## src/rtl/core/fid_pkg.sv

```systemverilog
`timescale 1ns / 1ps

package fid_pkg;

   // Field widths
   localparam int MAG_W    = 15;
   localparam int SPAN_W   = 16;
   localparam int RATE_W   = 8;
   localparam int PERIOD_W = 10;
   localparam int TIME_W   = 32;
   localparam int CSR_W    = 16;
   localparam int CSR_IDX_W = 2;

   // Register indexes
   typedef enum logic [CSR_IDX_W-1:0] {
      CSR_IMPACT_THRESHOLD = 2'd0,
      CSR_IDLE_THRESHOLD   = 2'd1,
      CSR_IDLE_SPAN_MS     = 2'd2,
      CSR_SAMPLE_RATE_HZ   = 2'd3
   } csr_index_type;

   // Reset values of the registers
   localparam logic [MAG_W-1:0]  IMPACT_RESET = 15'd250;
   localparam logic [MAG_W-1:0]  IDLE_RESET   = 15'd120;
   localparam logic [SPAN_W-1:0] SPAN_RESET   = 16'd2000;
   localparam logic [RATE_W-1:0] RATE_RESET   = 8'd100;

   // Period derived from the reset rate: 1000 / 100 and 1000 % 100
   localparam logic [PERIOD_W-1:0] PERIOD_RESET     = 10'd10;
   localparam logic [RATE_W-1:0]   PERIOD_REM_RESET = 8'd0;

   // Period used when the rate register holds zero
   localparam logic [PERIOD_W-1:0] PERIOD_DEFAULT = 10'd10;

   // Milliseconds per second, the dividend of the period divider
   localparam logic [PERIOD_W-1:0] MS_PER_SEC = 10'd1000;

   // Extra window after the idle span before an event is dropped
   localparam logic [SPAN_W:0] DROP_MARGIN_MS = 17'd100;

   localparam logic [SPAN_W-1:0] IDLE_SAT = 16'hFFFF;
   localparam logic [MAG_W-1:0]  MAG_SAT  = 15'h7FFF;

   typedef struct packed {
      logic signed [15:0] accel_x;
      logic signed [15:0] accel_y;
      logic signed [15:0] accel_z;
   } req_type;

   typedef struct packed {
      logic [TIME_W-1:0] event_time_ms;
      logic [MAG_W-1:0]  peak_magnitude;
      logic [SPAN_W-1:0] idle_time_ms;
   } rsp_type;

   typedef struct packed {
      logic                 we;
      csr_index_type        index;
      logic [CSR_W-1:0]     wdata;
   } csr_type;

   // Period status from the divider to the back end
   typedef struct packed {
      logic                busy;
      logic [PERIOD_W-1:0] period_ms;
      logic [RATE_W-1:0]   period_rem;
      logic [RATE_W-1:0]   rate;
   } period_type;

   // Absolute value of one axis, saturated to the magnitude range
   function automatic logic [MAG_W-1:0] axis_abs(input logic signed [15:0] v);
      logic [15:0] neg;
      neg = 16'(-v);
      if (v == 16'sh8000) begin
         return MAG_SAT;
      end else if (v[15]) begin
         return neg[MAG_W-1:0];
      end else begin
         return v[MAG_W-1:0];
      end
   endfunction

endpackage

```

## src/rtl/core/fid_front.sv

```systemverilog
`timescale 1ns / 1ps

module fid_front (
   input  logic                      clock,
   input  logic                      reset,
   input  logic                      req_valid,
   output logic                      req_ready,
   input  fid_pkg::req_type          req_data,
   output logic                      q_valid,
   output logic [fid_pkg::MAG_W-1:0] q_mag,
   input  logic                      q_pop
);

   logic [fid_pkg::MAG_W-1:0] mem_ff [2];
   logic                      wr_ptr_ff, wr_ptr_in;
   logic                      rd_ptr_ff, rd_ptr_in;
   logic [1:0]                count_ff, count_in;
   logic [fid_pkg::MAG_W-1:0] mag_x, mag_y, mag_z, mag_xy, mag;
   logic                      push;

   // Largest absolute axis value
   always_comb begin
      mag_x  = fid_pkg::axis_abs(req_data.accel_x);
      mag_y  = fid_pkg::axis_abs(req_data.accel_y);
      mag_z  = fid_pkg::axis_abs(req_data.accel_z);
      mag_xy = (mag_y > mag_x) ? mag_y : mag_x;
      mag    = (mag_z > mag_xy) ? mag_z : mag_xy;
   end

   assign req_ready = (count_ff != 2'd2);
   assign push      = req_valid && req_ready;
   assign q_valid   = (count_ff != 2'd0);
   assign q_mag     = mem_ff[rd_ptr_ff];

   always_comb begin
      wr_ptr_in = push ? ~wr_ptr_ff : wr_ptr_ff;
      rd_ptr_in = q_pop ? ~rd_ptr_ff : rd_ptr_ff;
      count_in  = count_ff;
      if (push && !q_pop) begin
         count_in = count_ff + 2'd1;
      end else if (!push && q_pop) begin
         count_in = count_ff - 2'd1;
      end
   end

   always_ff @(posedge clock) begin
      if (reset) begin
         wr_ptr_ff <= 1'b0;
         rd_ptr_ff <= 1'b0;
         count_ff  <= 2'd0;
      end else begin
         wr_ptr_ff <= wr_ptr_in;
         rd_ptr_ff <= rd_ptr_in;
         count_ff  <= count_in;
      end
   end

   always_ff @(posedge clock) begin
      if (push) begin
         mem_ff[wr_ptr_ff] <= mag;
      end
   end

endmodule

```

## src/rtl/core/fid_period.sv

```systemverilog
`timescale 1ns / 1ps

module fid_period (
   input  logic                clock,
   input  logic                reset,
   input  fid_pkg::csr_type    csr,
   output fid_pkg::period_type period
);

   logic [fid_pkg::RATE_W-1:0]   rate_ff, rate_in;
   logic                         busy_ff, busy_in;
   logic [3:0]                   cnt_ff, cnt_in;
   logic [fid_pkg::RATE_W-1:0]   rem_ff, rem_in;
   logic [fid_pkg::PERIOD_W-1:0] quo_ff, quo_in;
   logic [fid_pkg::PERIOD_W-1:0] period_ms_ff, period_ms_in;
   logic [fid_pkg::RATE_W-1:0]   period_rem_ff, period_rem_in;
   logic [fid_pkg::RATE_W:0]     r_shift, r_sub;
   logic                         ge;
   logic                         rate_wr;

   assign rate_wr = csr.we && (csr.index == fid_pkg::CSR_SAMPLE_RATE_HZ);

   // One quotient bit per cycle, most significant first
   always_comb begin
      r_shift = {rem_ff, fid_pkg::MS_PER_SEC[cnt_ff]};
      ge      = (r_shift >= {1'b0, rate_ff});
      r_sub   = ge ? (r_shift - {1'b0, rate_ff}) : r_shift;

      rate_in       = rate_ff;
      busy_in       = busy_ff;
      cnt_in        = cnt_ff;
      rem_in        = rem_ff;
      quo_in        = quo_ff;
      period_ms_in  = period_ms_ff;
      period_rem_in = period_rem_ff;

      if (rate_wr) begin
         rate_in = csr.wdata[fid_pkg::RATE_W-1:0];
         rem_in  = '0;
         quo_in  = '0;
         cnt_in  = 4'(fid_pkg::PERIOD_W - 1);
         if (csr.wdata[fid_pkg::RATE_W-1:0] == '0) begin
            busy_in       = 1'b0;
            period_ms_in  = fid_pkg::PERIOD_DEFAULT;
            period_rem_in = '0;
         end else begin
            busy_in = 1'b1;
         end
      end else if (busy_ff) begin
         rem_in = r_sub[fid_pkg::RATE_W-1:0];
         quo_in = {quo_ff[fid_pkg::PERIOD_W-2:0], ge};
         cnt_in = cnt_ff - 4'd1;
         if (cnt_ff == 4'd0) begin
            busy_in       = 1'b0;
            period_ms_in  = {quo_ff[fid_pkg::PERIOD_W-2:0], ge};
            period_rem_in = r_sub[fid_pkg::RATE_W-1:0];
         end
      end
   end

   always_ff @(posedge clock) begin
      if (reset) begin
         rate_ff       <= fid_pkg::RATE_RESET;
         busy_ff       <= 1'b0;
         cnt_ff        <= '0;
         period_ms_ff  <= fid_pkg::PERIOD_RESET;
         period_rem_ff <= fid_pkg::PERIOD_REM_RESET;
      end else begin
         rate_ff       <= rate_in;
         busy_ff       <= busy_in;
         cnt_ff        <= cnt_in;
         period_ms_ff  <= period_ms_in;
         period_rem_ff <= period_rem_in;
      end
   end

   always_ff @(posedge clock) begin
      rem_ff <= rem_in;
      quo_ff <= quo_in;
   end

   assign period.busy       = busy_ff;
   assign period.period_ms  = period_ms_ff;
   assign period.period_rem = period_rem_ff;
   assign period.rate       = rate_ff;

endmodule

```

## src/rtl/core/fid_back.sv

```systemverilog
`timescale 1ns / 1ps

module fid_back (
   input  logic                      clock,
   input  logic                      reset,
   input  fid_pkg::csr_type          csr,
   input  fid_pkg::period_type       period,
   input  logic                      q_valid,
   input  logic [fid_pkg::MAG_W-1:0] q_mag,
   output logic                      q_pop,
   output logic                      rsp_valid,
   input  logic                      rsp_ready,
   output fid_pkg::rsp_type          rsp_data
);

   logic [fid_pkg::MAG_W-1:0]  impact_thr_ff, idle_thr_ff;
   logic [fid_pkg::SPAN_W-1:0] span_ff;

   logic                        tracking_ff, tracking_in;
   logic [fid_pkg::MAG_W-1:0]   peak_ff, peak_in;
   logic [fid_pkg::TIME_W-1:0]  peak_time_ff, peak_time_in;
   logic [fid_pkg::TIME_W-1:0]  elapsed_ff, elapsed_in;
   logic [fid_pkg::SPAN_W-1:0]  idle_ff, idle_in;
   logic [fid_pkg::TIME_W-1:0]  clock_ms_ff, clock_ms_in;
   logic [fid_pkg::RATE_W-1:0]  rsum_ff, rsum_in;
   logic                        rsp_valid_ff, rsp_valid_in;
   fid_pkg::rsp_type            rsp_data_ff, rsp_data_in;

   logic [fid_pkg::RATE_W:0]    rsum_add;
   logic                        carry;
   logic [fid_pkg::TIME_W-1:0]  step_ms, elapsed_step;
   logic [fid_pkg::SPAN_W:0]    idle_add;
   logic [fid_pkg::SPAN_W-1:0]  idle_next;
   logic                        peak_upd, emit, drop;

   assign q_pop = q_valid && !period.busy && (!rsp_valid_ff || rsp_ready);

   // Configuration registers
   always_ff @(posedge clock) begin
      if (reset) begin
         impact_thr_ff <= fid_pkg::IMPACT_RESET;
         idle_thr_ff   <= fid_pkg::IDLE_RESET;
         span_ff       <= fid_pkg::SPAN_RESET;
      end else if (csr.we) begin
         case (csr.index)
            fid_pkg::CSR_IMPACT_THRESHOLD: begin
               impact_thr_ff <= csr.wdata[fid_pkg::MAG_W-1:0];
            end
            fid_pkg::CSR_IDLE_THRESHOLD: begin
               idle_thr_ff <= csr.wdata[fid_pkg::MAG_W-1:0];
            end
            fid_pkg::CSR_IDLE_SPAN_MS: begin
               span_ff <= csr.wdata[fid_pkg::SPAN_W-1:0];
            end
            default: begin
            end
         endcase
      end
   end

   always_comb begin
      // Clock step with carried remainder
      rsum_add = {1'b0, rsum_ff} + {1'b0, period.period_rem};
      carry    = (period.period_rem != '0) && (period.rate != '0)
                 && (rsum_add >= {1'b0, period.rate});
      step_ms  = fid_pkg::TIME_W'(period.period_ms) + fid_pkg::TIME_W'(carry);

      clock_ms_in  = clock_ms_ff;
      rsum_in      = rsum_ff;
      tracking_in  = tracking_ff;
      peak_in      = peak_ff;
      peak_time_in = peak_time_ff;
      elapsed_in   = elapsed_ff;
      idle_in      = idle_ff;
      rsp_data_in  = rsp_data_ff;
      rsp_valid_in = rsp_ready ? 1'b0 : rsp_valid_ff;

      elapsed_step = elapsed_ff + step_ms;
      peak_upd     = (q_mag > peak_ff);
      idle_add     = {1'b0, idle_ff} + fid_pkg::SPAN_W'(period.period_ms);
      idle_next    = (q_mag <= idle_thr_ff)
                     ? (idle_add[fid_pkg::SPAN_W] ? fid_pkg::IDLE_SAT
                                                  : idle_add[fid_pkg::SPAN_W-1:0])
                     : '0;
      emit = 1'b0;
      drop = 1'b0;

      if (csr.we && (csr.index == fid_pkg::CSR_SAMPLE_RATE_HZ)) begin
         rsum_in = '0;
      end

      if (q_pop) begin
         clock_ms_in = clock_ms_ff + step_ms;
         if (period.period_rem != '0 && period.rate != '0) begin
            rsum_in = carry ? 8'(rsum_add - {1'b0, period.rate})
                            : rsum_add[fid_pkg::RATE_W-1:0];
         end

         if (!tracking_ff) begin
            if (q_mag >= impact_thr_ff) begin
               tracking_in  = 1'b1;
               peak_in      = q_mag;
               peak_time_in = clock_ms_in;
               elapsed_in   = '0;
               idle_in      = '0;
            end
         end else begin
            if (peak_upd) begin
               peak_in      = q_mag;
               peak_time_in = clock_ms_in;
               elapsed_in   = '0;
            end else begin
               elapsed_in   = elapsed_step;
            end
            idle_in = idle_next;
            emit    = (idle_next >= span_ff);
            drop    = !emit && (q_mag < impact_thr_ff) && (idle_next == '0)
                      && (elapsed_in > fid_pkg::TIME_W'({1'b0, span_ff}
                                                        + fid_pkg::DROP_MARGIN_MS));
            if (emit) begin
               rsp_valid_in               = 1'b1;
               rsp_data_in.event_time_ms  = peak_time_in;
               rsp_data_in.peak_magnitude = peak_in;
               rsp_data_in.idle_time_ms   = idle_next;
            end
            if (emit || drop) begin
               tracking_in = 1'b0;
            end
         end
      end
   end

   always_ff @(posedge clock) begin
      if (reset) begin
         tracking_ff  <= 1'b0;
         clock_ms_ff  <= '0;
         rsum_ff      <= '0;
         rsp_valid_ff <= 1'b0;
      end else begin
         tracking_ff  <= tracking_in;
         clock_ms_ff  <= clock_ms_in;
         rsum_ff      <= rsum_in;
         rsp_valid_ff <= rsp_valid_in;
      end
   end

   // Event payload is only read while tracking, which start overwrites
   always_ff @(posedge clock) begin
      peak_ff      <= peak_in;
      peak_time_ff <= peak_time_in;
      elapsed_ff   <= elapsed_in;
      idle_ff      <= idle_in;
      rsp_data_ff  <= rsp_data_in;
   end

   assign rsp_valid = rsp_valid_ff;
   assign rsp_data  = rsp_data_ff;

endmodule

```

## src/rtl/core/fall_impact_idle_detector_top.sv

```systemverilog
`timescale 1ns / 1ps

// Channel  | Handshake              | Payload                         | Transfer when
// ---------+------------------------+---------------------------------+-------------------
// req      | req_valid / req_ready  | req_data (accel_x, _y, _z)      | valid && ready
// rsp      | rsp_valid / rsp_ready  | rsp_data (time, peak, idle ms)  | valid && ready
// csr      | csr_we                 | csr_index, csr_wdata            | csr_we high
//
// One sample per cycle is sustained while rsp_ready stays high and no divide runs;
// the step is one 32-bit clock add and the tracking compares in the back end.
// A transferred sample waits in the queue; once popped, its response is registered.
// A write of the sample rate starts a bit-serial divider (1000 / rate);
// the back end holds samples in the queue until the new period is ready.
// Reset is synchronous and clears all control state; the two-entry queue lets the
// front keep taking samples while a response waits on rsp_ready.

module fall_impact_idle_detector_top (
   input  logic                              clock,
   input  logic                              reset,
   input  logic                              req_valid,
   output logic                              req_ready,
   input  fid_pkg::req_type                  req_data,
   output logic                              rsp_valid,
   input  logic                              rsp_ready,
   output fid_pkg::rsp_type                  rsp_data,
   input  logic                              csr_we,
   input  logic [fid_pkg::CSR_IDX_W-1:0]     csr_index,
   input  logic [fid_pkg::CSR_W-1:0]         csr_wdata
);

   fid_pkg::csr_type          csr;
   fid_pkg::period_type       period;
   logic                      q_valid;
   logic [fid_pkg::MAG_W-1:0] q_mag;
   logic                      q_pop;

   // Bundle the write port for both consumers
   assign csr.we    = csr_we;
   assign csr.index = fid_pkg::csr_index_type'(csr_index);
   assign csr.wdata = csr_wdata;

   // Front: take each sample, reduce it to a magnitude and queue it
   fid_front u_front (
      .clock     (clock),
      .reset     (reset),
      .req_valid (req_valid),
      .req_ready (req_ready),
      .req_data  (req_data),
      .q_valid   (q_valid),
      .q_mag     (q_mag),
      .q_pop     (q_pop)
   );

   // Sample period from the rate register
   fid_period u_period (
      .clock  (clock),
      .reset  (reset),
      .csr    (csr),
      .period (period)
   );

   // Back: advance the ms clock, track the event and register the report
   fid_back u_back (
      .clock     (clock),
      .reset     (reset),
      .csr       (csr),
      .period    (period),
      .q_valid   (q_valid),
      .q_mag     (q_mag),
      .q_pop     (q_pop),
      .rsp_valid (rsp_valid),
      .rsp_ready (rsp_ready),
      .rsp_data  (rsp_data)
   );

endmodule

```

## config.mk

```make
export PLATFORM = sky130hd
export DESIGN_NAME = fall_impact_idle_detector_top
export DESIGN_NICKNAME = d
export VERILOG_FILES = /design/src/rtl/core/fid_pkg.sv /design/src/rtl/core/fid_front.sv /design/src/rtl/core/fid_period.sv /design/src/rtl/core/fid_back.sv /design/src/rtl/core/fall_impact_idle_detector_top.sv
export SDC_FILE = /design/constraint.sdc
export NUM_CORES = 1
export LEC_CHECK = 0
export BUFFER_PORTS_ARGS = -buffer_cell sky130_fd_sc_hd__buf_4
export CAP_MARGIN = 0
export CELL_PAD_IN_SITES_DETAIL_PLACEMENT = 0
export CELL_PAD_IN_SITES_GLOBAL_PLACEMENT = 1
export CORE_MARGIN = 1
export CORE_UTILIZATION = 40
export DETAILED_ROUTE_END_ITERATION = 10
export PLACE_DENSITY_LB_ADDON = 0.25
export SYNTH_ARGS = -nofsm -noshare
export SYNTH_HDL_FRONTEND = slang
export SYNTH_HIERARCHICAL = 1
export SYNTH_SLANG_ARGS = --single-unit
export TNS_END_PERCENT = 100
```

## constraint.sdc

```tcl
create_clock -name clock -period 8.4 [get_ports clock]
set_input_delay 0.84 -clock clock [delete_from_list [all_inputs] [get_ports clock]]
set_output_delay 0.84 -clock clock [all_outputs]
set_load 0.01 [all_outputs]
```

==> results.md <==
- The vias per cell is 5.27.
- The synthesized netlist net count is 2556.
- The startpoint identified for the worst register-to-register timing path is u_period/period_rem_ff[0]$_SDFFE_PP0P_.
- The post-DP HPWL is around 39 mm.
- The number of I/O port buffers is 135.
- The ratio of cells with drive above 1 in the final layout is 12.1%.
- The critical path is of the reg -> reg type.
- After detailed placement, the total cell area comes to 0.0224 mm².
- The switching share of total power is 37.5%.
- The biggest area consumer among synthesized cells is sky130_fd_sc_hd__edfxtp_1.
- The initial antenna violation count was 2.
- The detail route stage leaves a number of antenna-violating nets equal to 0.
- Clock tree synthesis selected as its root buffer the cell sky130_fd_sc_hd__clkbuf_16.
- Summed over all cells, the static leakage comes to 9.63 nW.
- The Yosys step of the flow raised 6 warnings.
- Setup violations remaining at the end of the flow were counted as 0.
- The clock period minus final worst setup slack is 7.60 ns.
- The cell type of the slowest stage on the worst timing path is sky130_fd_sc_hd__fa_1.
- The delay of the slowest cell on the worst path is 0.40 ns.
- The core occupancy in the finished layout is 46.4%.
- The area of the die is around 0.053 mm².
- The critical path startpoint is u_period/period_rem_ff[0]$_SDFFE_PP0P_.
- For this block, wires on met1 add up to 23.9 mm.
- The largest fanout on the critical path is 9.
- Wire segments on met3 add up to 1.72 mm in the final route.
- The synthesized design contains 188 enable-type register cells.
- The share of the cycle needed by the critical path after routing is roughly 90%.
- The measured slew at the worst slew-check pin is approximately 1.1 ns.
- The clock arrives with roughly 0.018 ns of skew.
- The count of unresolved DRC violations after routing is 0.
- The power density over the cells is approximately 290 mW/mm².
- The count of maximum capacitance violations is 0.
- After routing the design area is 0.0238 mm².
- The initial standard-cell utilization of the core is 40.5%.
- 0 antenna diodes ended up in the layout.
- The highest signal layer in the routed design is met5.
- By area the synthesized netlist is led by sky130_fd_sc_hd__edfxtp_1 (27%), sky130_fd_sc_hd__dfxtp_1 (14%), sky130_fd_sc_hd__ha_1 (11%).
- In this run, CTS created clock tree buffers numbering 40.
- In this run the register-to-register setup slack is 0.80 ns.
- The gate count of the mapped netlist is 2302.
- Clock-pin slew was measured on the worst setup and hold paths at 0.06 ns.
- Global routing finished with a remaining overflow of 0.
- The total instance count after detailed placement is 3045.
- Synthesis inferred 329 register bits.
- The routed design has 53.3 mm of wire.
- The horizontal die dimension is 230 µm.
- The clock tree from TritonCTS is yes.
- The H-tree was split into 2 levels.
- From bottom edge to top edge, the die measures 230 µm.
- The share of the synthesized area in the top cell type is 27.1%.
- The timing-limited maximum frequency is ~0.13 GHz.
- The capturing element type of the critical path is a flip-flop.
- The final standard cell count with taps included and fillers excluded is 3118.
- Data arrives at the worst endpoint at a little over 8 ns.
- The detailed router's first-iteration violation count is 818.
- For this run, asynchronously set or reset flops after synthesis account for 0%.
- Synthesis instantiated 91 different standard cells from the library.
- The total number of placement rows is 83.
- STA classifies the critical path startpoint as a flip-flop.
- The analysis attributes to net switching a power of 2.59 mW.
- The number of hold violations in the final report is 0.
- Combinational cells account for 39.0% of the total power.
- The most common flop cell mapped by yosys is sky130_fd_sc_hd__edfxtp_1.
- At the end of the flow, the number of nets in the layout was 2661.
- The type of the most critical hold path is reg -> reg.
- For the final routed database, the setup TNS stands at 0 ns.
- Summing the sequential cell areas from Yosys gives approximately two fifths of the chip area.
- Global routing consumed, over all layers together, 20.2% of the routing resources.
- Internal power comes to 4.30 mW.
- The via count of the first global-routing pass came to 16100.
- Entering global routing, the biggest net connects between 80 and 90 pins.
- The number of setup buffers added after CTS is 0.
- The overall power is 6.89 mW.
- Setup repair after global routing left no endpoint under its margin.
- For the worst-skew pair, the clock arrives at the later sink with an insertion delay of 0.57 ns.
- In this run the cell area of the synthesized design comes to 0.0208 mm².
- STA puts the critical path data required time at between 8 and 9 ns.
- At the end of routability-driven placement, the weighted congestion stood at a little under 0.9.
- In this run, flip-flops and latches consume 35.2% of the power.
- The number of sinks on the clock net is roughly 330.
- The wire length of the first global-routing pass is around 85 mm.
- The routed layout has 16400 vias.
- The clock passes through at most 3 buffers.
- The wire length on met2 is ~26 mm.
- The area growth from synthesis to layout is 14.4%.
- The cell that appears most often on the critical path is sky130_fd_sc_hd__a21oi_1.
- In this run, the clock network consumes roughly a quarter of the power.
- The detailed-route wire length per cell is roughly 17 µm.
- The run finished with clean final reports.
- The post-synthesis average cell area is approximately 9.0 µm².
- For this design, the CTS-stage hold fixing added 0 buffers.
- The startpoint identified for the worst hold timing path is u_back/idle_thr_ff[12]$_SDFFE_PP0P_.
- In the layout the commonest cells are sky130_fd_sc_hd__nand2_1 (284), sky130_fd_sc_hd__nor2_1 (257), sky130_fd_sc_hd__a21oi_1 (200).
- The most frequent standard cell in the layout excluding fill and tap cells is sky130_fd_sc_hd__nand2_1.
- The first detailed-routing pass took 5 iterations.
- Pin placement for this block handled 136 I/O pins.
- Across the VDD grid, the largest voltage drop is 0.160 mV.
- The total area inside the core boundary comes to a little over 0.05 mm².
- The worst max-slew margin expressed relative to the limit is a little under 30%.
- The number of pins with negative max-slew slack in the final report is 0.
[cell usage after synthesis, types with 30 or more instances]
cell and number:
sky130_fd_sc_hd__nor3_1 51, sky130_fd_sc_hd__dfxtp_1 141, sky130_fd_sc_hd__ha_1 177, sky130_fd_sc_hd__a21o_1 31
sky130_fd_sc_hd__mux2_2 33, sky130_fd_sc_hd__and2_1 32, sky130_fd_sc_hd__a21oi_1 201, sky130_fd_sc_hd__o21ai_0 78
sky130_fd_sc_hd__mux2i_1 43, sky130_fd_sc_hd__nand2_1 284, sky130_fd_sc_hd__edfxtp_1 188, sky130_fd_sc_hd__xor2_1 73
sky130_fd_sc_hd__inv_1 134, sky130_fd_sc_hd__nand4_1 30, sky130_fd_sc_hd__nand3_1 66, sky130_fd_sc_hd__xnor2_1 76
sky130_fd_sc_hd__nor2_1 257, sky130_fd_sc_hd__clkbuf_1 60
[kinds of logic after synthesis]
group           synth area share (%)
mux                             3.99
simple gates                    19.7
xor+xnor                        6.27
fa+ha+maj                       11.3
compound gates                  13.6
buf+inv                         4.39
flops                           40.7
[metrics by stage]
stage | setup WS [ns] | hold WS (ns)
4_1_cts | 0.421 | 0.455
2_1_floorplan | 1.86 | 0.429
6_report | 0.796 | 0.454
5_1_grt | 0.0729 | 0.476
3_3_place_gp | 0.776 | 0.442
3_5_place_dp | 0.472 | 0.447
[metal layers]
| metal | up-vias | global-route usage, % |
|---|---|---|
| met1 | 7731 | 25.6 |
| met2 | 241 | 34.7 |
| met3 | 94 | 2.78 |
| li1 | 8374 | - |
| met4 | 2 | 7.62 |
| met5 | - | 0 |
[state kept, by name, summed over array words and instances (netlist names), 2 cells and up, named ones only]
name                    count
u_back/rsp_data            63
u_back/clock_ms_ff         32
u_back/elapsed_ff          32
u_back/peak_time_ff        32
u_front/mem_ff             30
u_back/idle_ff             16
u_back/span_ff             16
u_back/idle_thr_ff         15
u_back/impact_thr_ff       15
u_back/peak_ff             15
u_period/period_ms_ff      10
u_period/quo_ff             9
u_back/rsum_ff              8
u_period/period_rem_ff      8
u_period/rate_ff            8
u_period/rem_ff             8
u_period/cnt_ff             4
u_front/count_ff            2
[area by class of cell]
class	count	area, µm²
Timing Repair Buffer	153	1150
Fill cell	5009	27500
Sequential cell	329	8470
Clock buffer	53	1120
Clock inverter	20	226
Inverter	136	510
Multi-Input combinational cell	1747	11500
Tap cell	680	851
[worst max-delay path: cells and delay by family, from the launching register on]
kind | cells | cell delay, ns
AOI/OAI and AO/OA | 15 | 3.08
adders and majority gates | 6 | 1.84
and+or+nand+nor | 11 | 1.65
xor gates and xnor gates | 3 | 0.55
DFF | 1 | 0.33
buffers and inverters | 1 | 0.09
[power groups by stage]
stage,clock (mW),combinational (mW),sequential [mW]
6_report,1.77,2.69,2.43
5_1_grt,1.88,3.03,2.47
4_1_cts,1.82,2.72,2.43
3_5_place_dp,0,2.70,2.46
3_3_place_gp,0,2.65,2.45
2_1_floorplan,0,1.96,2.42
[what timing repair did]
action | in CTS | in global routing
endpoints found under the hold margin | 0 | 0
gates resized for setup | 0 | 3
setup endpoints to repair | 0 | 1
[path summary, 6_finish.rpt]
kind                                                             to  cells past startpoint
worst min register to register  u_back/idle_thr_ff[12]$_SDFFE_PP0P_                      2
worst min-delay path            u_back/idle_thr_ff[12]$_SDFFE_PP0P_                      2
worst max register to register      u_back/tracking_ff$_SDFFE_PP0P_                     36
worst max-delay path                u_back/tracking_ff$_SDFFE_PP0P_                     36
Note: power is estimated with default switching activity, not from simulation.
